**src/rtl/pci_pkg.sv**
```systemverilog
// shared types and constants of the processor channel interface
package pci_pkg;

  // default inbound mailbox depth
  localparam int unsigned InboxDepth = 4;

  // access kinds
  typedef enum logic [2:0] {
    ActChWrite      = 3'd0,
    ActChRead       = 3'd1,
    ActChCount      = 3'd2,
    ActHostInWrite  = 3'd3,
    ActHostOutRead  = 3'd4,
    ActHostIntrRead = 3'd5
  } pci_action_e;

  // channel numbers
  localparam logic [6:0] ChLocalAddr  = 7'd16;
  localparam logic [6:0] ChEffHigh    = 7'd17;
  localparam logic [6:0] ChEffLow     = 7'd18;
  localparam logic [6:0] ChSize       = 7'd19;
  localparam logic [6:0] ChTag        = 7'd20;
  localparam logic [6:0] ChCommand    = 7'd21;
  localparam logic [6:0] ChTagMask    = 7'd22;
  localparam logic [6:0] ChTagUpdate  = 7'd23;
  localparam logic [6:0] ChTagStatus  = 7'd24;
  localparam logic [6:0] ChEventAck   = 7'd27;
  localparam logic [6:0] ChOutMbox    = 7'd28;
  localparam logic [6:0] ChInMbox     = 7'd29;
  localparam logic [6:0] ChIntrMbox   = 7'd30;
  localparam logic [6:0] ChRandom     = 7'd74;

  // dma command words
  localparam logic [31:0] CmdGet = 32'h0000_0040;
  localparam logic [31:0] CmdPut = 32'h0000_0020;

  // one input word
  typedef struct packed {
    logic [2:0]  action;
    logic [6:0]  channel;
    logic [31:0] write_data;
    logic [31:0] random_word;
  } pci_item_t;

  // one result word
  typedef struct packed {
    logic [31:0] read_data;
    logic        broadcast;
    logic        dma_valid;
    logic        dma_put;
    logic [31:0] dma_local_addr;
    logic [31:0] dma_eff_high;
    logic [31:0] dma_eff_low;
    logic [31:0] dma_size;
    logic [31:0] dma_tag;
    logic        refused;
  } pci_result_t;

endpackage

```
**src/rtl/pci_in_if.sv**
```systemverilog
// input channel of the processor channel interface
interface pci_in_if;
  logic        valid;
  logic        ready;
  logic [2:0]  action;
  logic [6:0]  channel;
  logic [31:0] write_data;
  logic [31:0] random_word;

  modport source (output valid, action, channel, write_data, random_word, input ready);
  modport sink   (input valid, action, channel, write_data, random_word, output ready);
endinterface

```
**src/rtl/pci_out_if.sv**
```systemverilog
// result channel of the processor channel interface
interface pci_out_if;
  logic        valid;
  logic        ready;
  logic [31:0] read_data;
  logic        broadcast;
  logic        dma_valid;
  logic        dma_put;
  logic [31:0] dma_local_addr;
  logic [31:0] dma_eff_high;
  logic [31:0] dma_eff_low;
  logic [31:0] dma_size;
  logic [31:0] dma_tag;
  logic        refused;

  modport source (
    output valid, read_data, broadcast, dma_valid, dma_put, dma_local_addr,
           dma_eff_high, dma_eff_low, dma_size, dma_tag, refused,
    input  ready
  );
  modport sink (
    input  valid, read_data, broadcast, dma_valid, dma_put, dma_local_addr,
           dma_eff_high, dma_eff_low, dma_size, dma_tag, refused,
    output ready
  );
endinterface

```
**src/rtl/pci_inbox.sv**
```systemverilog
// inbound mailbox ring with read and write pointers and fill count
module pci_inbox #(
  parameter int unsigned INBOX_DEPTH = pci_pkg::InboxDepth
) (
  input  logic                               clk_i,
  input  logic                               rst_ni,
  input  logic                               push_i,
  input  logic                               pop_i,
  input  logic [31:0]                        wdata_i,
  output logic [31:0]                        rdata_o,
  output logic [$clog2(INBOX_DEPTH+1)-1:0]   used_o,
  output logic                               full_o,
  output logic                               empty_o
);

  localparam int unsigned PtrW = $clog2(INBOX_DEPTH);
  localparam int unsigned CntW = $clog2(INBOX_DEPTH + 1);
  localparam logic [PtrW-1:0] LastPtr = PtrW'(INBOX_DEPTH - 1);
  localparam logic [CntW-1:0] FullCnt = CntW'(INBOX_DEPTH);

  logic [31:0]     ring_q [INBOX_DEPTH];
  logic [PtrW-1:0] rd_ptr_q, rd_ptr_d;
  logic [PtrW-1:0] wr_ptr_q, wr_ptr_d;
  logic [CntW-1:0] used_q, used_d;

  // pointer wrap and fill count
  always_comb begin
    rd_ptr_d = rd_ptr_q;
    wr_ptr_d = wr_ptr_q;
    used_d   = used_q;
    if (push_i) begin
      wr_ptr_d = (wr_ptr_q == LastPtr) ? '0 : wr_ptr_q + 1'b1;
      used_d   = used_q + 1'b1;
    end else if (pop_i) begin
      rd_ptr_d = (rd_ptr_q == LastPtr) ? '0 : rd_ptr_q + 1'b1;
      used_d   = used_q - 1'b1;
    end
  end

  always_ff @(posedge clk_i or negedge rst_ni) begin
    if (!rst_ni) begin
      rd_ptr_q <= '0;
      wr_ptr_q <= '0;
      used_q   <= '0;
    end else begin
      rd_ptr_q <= rd_ptr_d;
      wr_ptr_q <= wr_ptr_d;
      used_q   <= used_d;
    end
  end

  // ring storage, no reset
  always_ff @(posedge clk_i) begin
    if (push_i) begin
      ring_q[wr_ptr_q] <= wdata_i;
    end
  end

  assign rdata_o = ring_q[rd_ptr_q];
  assign used_o  = used_q;
  assign full_o  = (used_q == FullCnt);
  assign empty_o = (used_q == '0);

endmodule

```
**src/rtl/pci_core.sv**
```systemverilog
// access decode, dma parameter registers, tag state and one-entry mailboxes
module pci_core #(
  parameter int unsigned INBOX_DEPTH = pci_pkg::InboxDepth
) (
  input  logic                             clk_i,
  input  logic                             rst_ni,
  input  logic                             fire_i,
  input  pci_pkg::pci_item_t               item_i,
  input  logic [31:0]                      inbox_rdata_i,
  input  logic [$clog2(INBOX_DEPTH+1)-1:0] inbox_used_i,
  input  logic                             inbox_full_i,
  input  logic                             inbox_empty_i,
  output logic                             inbox_push_o,
  output logic                             inbox_pop_o,
  output pci_pkg::pci_result_t             result_o
);

  localparam int unsigned CntW = $clog2(INBOX_DEPTH + 1);

  logic [31:0] local_addr_q, eff_high_q, eff_low_q, size_q, tag_q;
  logic [31:0] tag_mask_q, tag_status_q, out_mbox_q, intr_mbox_q;
  logic        out_free_q, intr_free_q;

  logic        wr_en, rd_en;
  logic        ld_out, ld_intr, clr_out, clr_intr;

  assign wr_en  = fire_i && (item_i.action == pci_pkg::ActChWrite);
  assign rd_en  = fire_i && (item_i.action == pci_pkg::ActChRead);

  // mailbox handshakes
  assign ld_out   = wr_en && (item_i.channel == pci_pkg::ChOutMbox) && out_free_q;
  assign ld_intr  = wr_en && (item_i.channel == pci_pkg::ChIntrMbox) && intr_free_q;
  assign clr_out  = fire_i && (item_i.action == pci_pkg::ActHostOutRead) && !out_free_q;
  assign clr_intr = fire_i && (item_i.action == pci_pkg::ActHostIntrRead) && !intr_free_q;

  assign inbox_push_o = fire_i && (item_i.action == pci_pkg::ActHostInWrite) && !inbox_full_i;
  assign inbox_pop_o  = rd_en && (item_i.channel == pci_pkg::ChInMbox) && !inbox_empty_i;

  // channel register writes
  always_ff @(posedge clk_i or negedge rst_ni) begin
    if (!rst_ni) begin
      local_addr_q <= '0;
      eff_high_q   <= '0;
      eff_low_q    <= '0;
      size_q       <= '0;
      tag_q        <= '0;
      tag_mask_q   <= '0;
      tag_status_q <= '0;
      out_mbox_q   <= '0;
      intr_mbox_q  <= '0;
      out_free_q   <= 1'b1;
      intr_free_q  <= 1'b1;
    end else begin
      if (wr_en) begin
        case (item_i.channel)
          pci_pkg::ChLocalAddr: local_addr_q <= item_i.write_data;
          pci_pkg::ChEffHigh:   eff_high_q   <= item_i.write_data;
          pci_pkg::ChEffLow:    eff_low_q    <= item_i.write_data;
          pci_pkg::ChSize:      size_q       <= item_i.write_data;
          pci_pkg::ChTag:       tag_q        <= item_i.write_data;
          pci_pkg::ChTagMask:   tag_mask_q   <= item_i.write_data;
          pci_pkg::ChTagUpdate: tag_status_q <= tag_mask_q;
          default: ;
        endcase
      end
      if (ld_out) begin
        out_mbox_q <= item_i.write_data;
        out_free_q <= 1'b0;
      end else if (clr_out) begin
        out_free_q <= 1'b1;
      end
      if (ld_intr) begin
        intr_mbox_q <= item_i.write_data;
        intr_free_q <= 1'b0;
      end else if (clr_intr) begin
        intr_free_q <= 1'b1;
      end
    end
  end

  // result word
  always_comb begin
    result_o = '0;
    case (item_i.action)
      pci_pkg::ActChWrite: begin
        if (item_i.channel == pci_pkg::ChCommand &&
            (item_i.write_data == pci_pkg::CmdGet || item_i.write_data == pci_pkg::CmdPut)) begin
          result_o.dma_valid      = 1'b1;
          result_o.dma_put        = (item_i.write_data == pci_pkg::CmdPut);
          result_o.dma_local_addr = local_addr_q;
          result_o.dma_eff_high   = eff_high_q;
          result_o.dma_eff_low    = eff_low_q;
          result_o.dma_size       = size_q;
          result_o.dma_tag        = tag_q;
        end
      end
      pci_pkg::ActChRead: begin
        case (item_i.channel)
          pci_pkg::ChTagStatus: result_o.read_data = tag_status_q;
          pci_pkg::ChInMbox: begin
            if (!inbox_empty_i) begin
              result_o.read_data = inbox_rdata_i;
              result_o.broadcast = 1'b1;
            end
          end
          pci_pkg::ChRandom: result_o.read_data = item_i.random_word;
          default: ;
        endcase
      end
      pci_pkg::ActChCount: begin
        case (item_i.channel)
          pci_pkg::ChTagUpdate,
          pci_pkg::ChTagStatus,
          pci_pkg::ChEventAck,
          pci_pkg::ChRandom:   result_o.read_data = 32'd1;
          pci_pkg::ChOutMbox:  result_o.read_data = {31'd0, out_free_q};
          pci_pkg::ChIntrMbox: result_o.read_data = {31'd0, intr_free_q};
          pci_pkg::ChInMbox:   result_o.read_data = {{(32-CntW){1'b0}}, inbox_used_i};
          default: ;
        endcase
      end
      pci_pkg::ActHostInWrite:  result_o.refused   = inbox_full_i;
      pci_pkg::ActHostOutRead:  result_o.read_data = out_free_q ? 32'd0 : out_mbox_q;
      pci_pkg::ActHostIntrRead: result_o.read_data = intr_free_q ? 32'd0 : intr_mbox_q;
      default: ;
    endcase
  end

endmodule

```
**src/rtl/processor_channel_interface_top.sv**
```systemverilog
// top level of the processor channel interface: input stage, core, inbox, result stage
// an accepted word goes to the input register, its result to the result register
// throughput: one word per cycle; the input stage advances whenever the result stage
//   is empty or its word is taken in the same cycle
// reset (rst_ni low, asynchronous): both stages empty, dma registers, tag state and
//   mailboxes cleared, mailboxes marked empty; inbound ring contents are not cleared
module processor_channel_interface_top #(
  parameter int unsigned INBOX_DEPTH = pci_pkg::InboxDepth
) (
  input  logic      clk_i,
  input  logic      rst_ni,
  pci_in_if.sink    in_i,
  pci_out_if.source out_o
);

  localparam int unsigned CntW = $clog2(INBOX_DEPTH + 1);

  logic                 in_vld_q;
  pci_pkg::pci_item_t   item_q;
  logic                 out_vld_q;
  pci_pkg::pci_result_t res_q;
  pci_pkg::pci_result_t res_d;
  logic                 advance;
  logic                 fire;

  logic                 push, pop, full, empty;
  logic [31:0]          head;
  logic [CntW-1:0]      used;

  // stage control
  assign advance    = !out_vld_q || out_o.ready;
  assign fire       = in_vld_q && advance;
  assign in_i.ready = !in_vld_q || advance;

  // input register
  always_ff @(posedge clk_i or negedge rst_ni) begin
    if (!rst_ni) begin
      in_vld_q <= 1'b0;
    end else if (in_i.ready) begin
      in_vld_q <= in_i.valid;
    end
  end

  always_ff @(posedge clk_i) begin
    if (in_i.valid && in_i.ready) begin
      item_q.action      <= in_i.action;
      item_q.channel     <= in_i.channel;
      item_q.write_data  <= in_i.write_data;
      item_q.random_word <= in_i.random_word;
    end
  end

  pci_core #(
    .INBOX_DEPTH(INBOX_DEPTH)
  ) u_core (
    .clk_i         (clk_i),
    .rst_ni        (rst_ni),
    .fire_i        (fire),
    .item_i        (item_q),
    .inbox_rdata_i (head),
    .inbox_used_i  (used),
    .inbox_full_i  (full),
    .inbox_empty_i (empty),
    .inbox_push_o  (push),
    .inbox_pop_o   (pop),
    .result_o      (res_d)
  );

  pci_inbox #(
    .INBOX_DEPTH(INBOX_DEPTH)
  ) u_inbox (
    .clk_i   (clk_i),
    .rst_ni  (rst_ni),
    .push_i  (push),
    .pop_i   (pop),
    .wdata_i (item_q.write_data),
    .rdata_o (head),
    .used_o  (used),
    .full_o  (full),
    .empty_o (empty)
  );

  // result register
  always_ff @(posedge clk_i or negedge rst_ni) begin
    if (!rst_ni) begin
      out_vld_q <= 1'b0;
    end else if (advance) begin
      out_vld_q <= in_vld_q;
    end
  end

  always_ff @(posedge clk_i) begin
    if (fire) begin
      res_q <= res_d;
    end
  end

  assign out_o.valid          = out_vld_q;
  assign out_o.read_data      = res_q.read_data;
  assign out_o.broadcast      = res_q.broadcast;
  assign out_o.dma_valid      = res_q.dma_valid;
  assign out_o.dma_put        = res_q.dma_put;
  assign out_o.dma_local_addr = res_q.dma_local_addr;
  assign out_o.dma_eff_high   = res_q.dma_eff_high;
  assign out_o.dma_eff_low    = res_q.dma_eff_low;
  assign out_o.dma_size       = res_q.dma_size;
  assign out_o.dma_tag        = res_q.dma_tag;
  assign out_o.refused        = res_q.refused;

endmodule

```
**src/flat_wrapper.sv**
```systemverilog
// flat-port wrapper written by rule: the top's interface ports become plain ports
module processor_channel_interface_top_flat 
#(
  parameter int unsigned INBOX_DEPTH = pci_pkg::InboxDepth
)
  (clk_i, rst_ni, in_i_valid, in_i_action, in_i_channel, in_i_write_data, in_i_random_word, in_i_ready, out_o_valid, out_o_read_data, out_o_broadcast, out_o_dma_valid, out_o_dma_put, out_o_dma_local_addr, out_o_dma_eff_high, out_o_dma_eff_low, out_o_dma_size, out_o_dma_tag, out_o_refused, out_o_ready);
  pci_in_if in_i_i ();
  pci_out_if out_o_i ();
  input  logic clk_i;
  input  logic rst_ni;
  input wire logic [$bits(in_i_i.valid)-1:0] in_i_valid;
  input wire logic [$bits(in_i_i.action)-1:0] in_i_action;
  input wire logic [$bits(in_i_i.channel)-1:0] in_i_channel;
  input wire logic [$bits(in_i_i.write_data)-1:0] in_i_write_data;
  input wire logic [$bits(in_i_i.random_word)-1:0] in_i_random_word;
  output wire logic [$bits(in_i_i.ready)-1:0] in_i_ready;
  output wire logic [$bits(out_o_i.valid)-1:0] out_o_valid;
  output wire logic [$bits(out_o_i.read_data)-1:0] out_o_read_data;
  output wire logic [$bits(out_o_i.broadcast)-1:0] out_o_broadcast;
  output wire logic [$bits(out_o_i.dma_valid)-1:0] out_o_dma_valid;
  output wire logic [$bits(out_o_i.dma_put)-1:0] out_o_dma_put;
  output wire logic [$bits(out_o_i.dma_local_addr)-1:0] out_o_dma_local_addr;
  output wire logic [$bits(out_o_i.dma_eff_high)-1:0] out_o_dma_eff_high;
  output wire logic [$bits(out_o_i.dma_eff_low)-1:0] out_o_dma_eff_low;
  output wire logic [$bits(out_o_i.dma_size)-1:0] out_o_dma_size;
  output wire logic [$bits(out_o_i.dma_tag)-1:0] out_o_dma_tag;
  output wire logic [$bits(out_o_i.refused)-1:0] out_o_refused;
  input wire logic [$bits(out_o_i.ready)-1:0] out_o_ready;
  assign in_i_i.valid = in_i_valid;
  assign in_i_i.action = in_i_action;
  assign in_i_i.channel = in_i_channel;
  assign in_i_i.write_data = in_i_write_data;
  assign in_i_i.random_word = in_i_random_word;
  assign in_i_ready = in_i_i.ready;
  assign out_o_valid = out_o_i.valid;
  assign out_o_read_data = out_o_i.read_data;
  assign out_o_broadcast = out_o_i.broadcast;
  assign out_o_dma_valid = out_o_i.dma_valid;
  assign out_o_dma_put = out_o_i.dma_put;
  assign out_o_dma_local_addr = out_o_i.dma_local_addr;
  assign out_o_dma_eff_high = out_o_i.dma_eff_high;
  assign out_o_dma_eff_low = out_o_i.dma_eff_low;
  assign out_o_dma_size = out_o_i.dma_size;
  assign out_o_dma_tag = out_o_i.dma_tag;
  assign out_o_refused = out_o_i.refused;
  assign out_o_i.ready = out_o_ready;
  processor_channel_interface_top #(.INBOX_DEPTH(INBOX_DEPTH)) u_core (.clk_i(clk_i), .rst_ni(rst_ni), .in_i(in_i_i), .out_o(out_o_i));
endmodule
```
**config.mk**
```make
export PLATFORM = sky130hd
export DESIGN_NAME = processor_channel_interface_top_flat
export DESIGN_NICKNAME = d
export VERILOG_FILES = /design/src/rtl/pci_pkg.sv /design/src/rtl/pci_in_if.sv /design/src/rtl/pci_out_if.sv /design/src/rtl/pci_inbox.sv /design/src/rtl/pci_core.sv /design/src/rtl/processor_channel_interface_top.sv /design/src/flat_wrapper.sv
export SDC_FILE = /design/constraint.sdc
export NUM_CORES = 1
export LEC_CHECK = 0
export ABC_AREA = 1
export BUFFER_PORTS_ARGS = -buffer_cell sky130_fd_sc_hd__buf_2
export CAP_MARGIN = 20
export CORE_ASPECT_RATIO = 1.25
export CORE_MARGIN = 3
export CORE_UTILIZATION = 25
export DETAILED_ROUTE_END_ITERATION = 12
export PLACE_DENSITY = 0.42
export SLEW_MARGIN = 10
export SYNTH_ARGS = -nofsm -noshare
export SYNTH_HDL_FRONTEND = slang
export SYNTH_SLANG_ARGS = --single-unit
```
**constraint.sdc**
```tcl
create_clock -name clk_i -period 10 [get_ports clk_i]
set_input_delay 0.5 -clock clk_i [delete_from_list [all_inputs] [get_ports clk_i]]
set_output_delay 0.5 -clock clk_i [all_outputs]
set_load 0.01 [all_outputs]
```
==> out/metrics.cfg <==
[status]
status = completed

[yosys]
synth_seq_cells = 697
netlist.area_leader.share_pct = 44.84
synth-adder-area-share_pct = 0.3098
yosys.area_share.simple_pct = 12.70
synth_top_family_by_area = simple AND/OR/NAND/NOR gates
synth_compound_area_share_pct = 8.346
yosysSeqAreaShare_pct = 72.92
muxShareOfSynthArea_pct = 0
synth_area_um2 = 26660
synth_edf_count = 398
yosys.area.top_type = edfxtp_1
yosys-top-cells-area = edfxtp_1 45%, dfrtp_1 28%, nand2_1 6.7%
synth-xor-area-share_pct = 0.03286
synth.distinct_cells = 35
syn_avg_cell_area_um2 = 11.34
synth-warning-count = 0
synthCells = 2351
synth_nets = 2435
synth-main-ff-cell = edfxtp_1
async_flop_share_pct = 42.90

[worst_setup_path]
critPathTopFamily = simple AND/OR/NAND/NOR gates
cp_slowest_cell = nand3_4
start_kind = flop
r2r_cells = 6
crit_path_end_kind = flop
worstPathArrival_ns = 3.87
worstPathRequired_ns = 10.45
critical_path_class = reg -> reg
rrSetupSlack_ns = 6.59
r2r-start = u_core.item_q[57]
max_stage_delay_ns = 0.77
r2r_end = u_core.out_o.dma_eff_high[26]
path_buf_inv = 2
worst-path-max-fanout = 85
crit_chain = inv_1 -> nand4_1 -> nor3b_2 -> nand3_4 -> buf_4 -> nor2_1

[sta]
finalCriticalPeriod_ns = 3.415
hold_viol_final = 0
finalSetupTns_ns = 0
skew_ns = 0.02288
slew_headroom_pct = 33.70
slew_viol_final = 0
tightest_slew_ns = 0.9945
setup_violations = 0
fin_crit_sh_pct = 34.15
rsz0062_at_grt = false
timing.hold.ws_ns = 0.05542
fmax_mhz = 292.9

[cells_and_area]
instances_no_fill = 4095
regMostFlops = u_core.u_inbox.ring_q
final_common_cell = nand2_1
top_regs = u_core.u_inbox.ring_q (128), u_core.item_q (74)
fin_nets = 2698
final_cell_mix = 478 x nand2_1, 398 x edfxtp_1, 348 x o21ai_0
layout-drive-gt1-share_pct = 16.85
syn2layout_area_growth_pct = 21.16
post-route-util_pct = 30.61
largest_register_ffs = 128

[global_routing]
grt_pass1_wl_um = 118900
grt_overflow_total = 0
grt_max_degree = 158
grt_pass1_vias = 17770
track_usage_pct = 14.37
antenna_found_initial = 13

[hold_path]
worstHoldStart = in_i_random_word[12]
hold_path.class = in -> reg
min_to = u_core.item_q[12]
holdPathStages = 1

[clock_tree]
h-tree-depth = 3
post-cts-setup-buffers = 0
worstSkewPairLatency_ns = 0.62
cts_buffers = 75
cts_sinks = 697
clock_path_buffers = 3
cts_tree = done
path_clk_slew_ns = 0.06
ctsResizeCount = 0
root_buffer = clkbuf_16

[floorplanning]
die_x_um = 298.1
coreArea_um2 = 105500
ios = 276
start_util_pct = 25.27
die_h_um = 371.1
num_rows = 133
die_area_um2 = 110600

[placement]
dp_cells = 3952
gp_congestion = 0.7449
io_buffer_count = 275
dp.final_hpwl_um = 52150

[power]
vdd_drop_max_mv = 0.1020
p_leak_uw = 0.01280
powerDensity_nw_per_um2 = 207.5
total_power_uw = 6701

[run]
cap_violations = 0

[route]
dr.pass1.iters = 5
vias_per_cell = 4.235
drt_iter0_drc = 1069
vias = 17340
post_drt_wl_per_cell_um = 19.43
ant_nets = 0
wl_um = 79570
drc = 0

-- cell families (layout without fill, tap and decap cells) --
family	after synthesis	after routing
flip-flops	697	697
XOR/XNOR	1	1
buffers and inverters	378	704
AO/OA/AOI/OAI	427	427
AND/OR/NAND/NOR	842	842
adder cells (fa/ha/maj)	6	6
other	0	1
-- repair_timing --
item                                    CTS  global route
endpoints found under the setup margin    0             0
hold buffers                              1             0
endpoints found under the hold margin    84             0
-- per-stage QoR --
stage          instance area, um2  setup slack (ns)
2_1_floorplan               26660             2.222
3_3_place_gp                29580             6.458
3_5_place_dp                29600             6.432
4_1_cts                     32270             6.389
5_1_grt                     32290             6.234
6_report                    32300             6.585
-- power by group --
group | total, uW | internal, uW | switching, uW
combinational | 426 | 111 | 314
clock | 2950 | 1790 | 1160
sequential | 3320 | 3230 | 92.5
total | 6700 | 5130 | 1570
-- worst max path at each step --
stage,endpoint,cells after the start,from
after CTS,u_core.out_o.dma_eff_low[19],7,u_core.item_q[73]
after global routing,u_core.out_o.dma_eff_high[26],6,u_core.item_q[57]
after global placement,u_core.out_o.read_data[24],7,out_o_ready
final,u_core.out_o.dma_eff_high[26],6,u_core.item_q[57]
after floorplan,u_core.u_inbox.ring_q[3][0],6,out_o_ready
after detailed placement,u_core.out_o.dma_eff_high[26],6,u_core.item_q[57]
-- cell type report --
type,count,area (um2)
diodes,1,2.502
clock buffers,108,2220
clock inverters,32,442.9
fillers,10960,73210
inverters,266,1006
multi-input cells,1276,5816
flip-flops and latches,697,19440
well taps,1417,1773
repair buffers,298,1599
-- Yosys cell counts, types with 5 or more instances --
cell      instances
a22oi_1          30
buf_2            17
buf_6            10
clkbuf_1         83
dfrtp_1         297
edfxtp_1        398
ha_1              5
inv_1           262
nand2_1         478
nand3_1          46
nand3_2           6
nand4_1           9
nor2_1          287
o21ai_0         348
o21ai_1          40
-- metal layers --
layer / GRT usage, % / vias to the layer above / part of all wire (%)
li1: - / 8272 / -
met1: 19.74 / 8536 / 46
met2: 23.44 / 430 / 47
met3: 2.254 / 100 / 4.6
met4: 4.266 / 6 / 2.1
met5: 0 / - / 0.035
No activity file was read; power rests on OpenSTA's default activity.
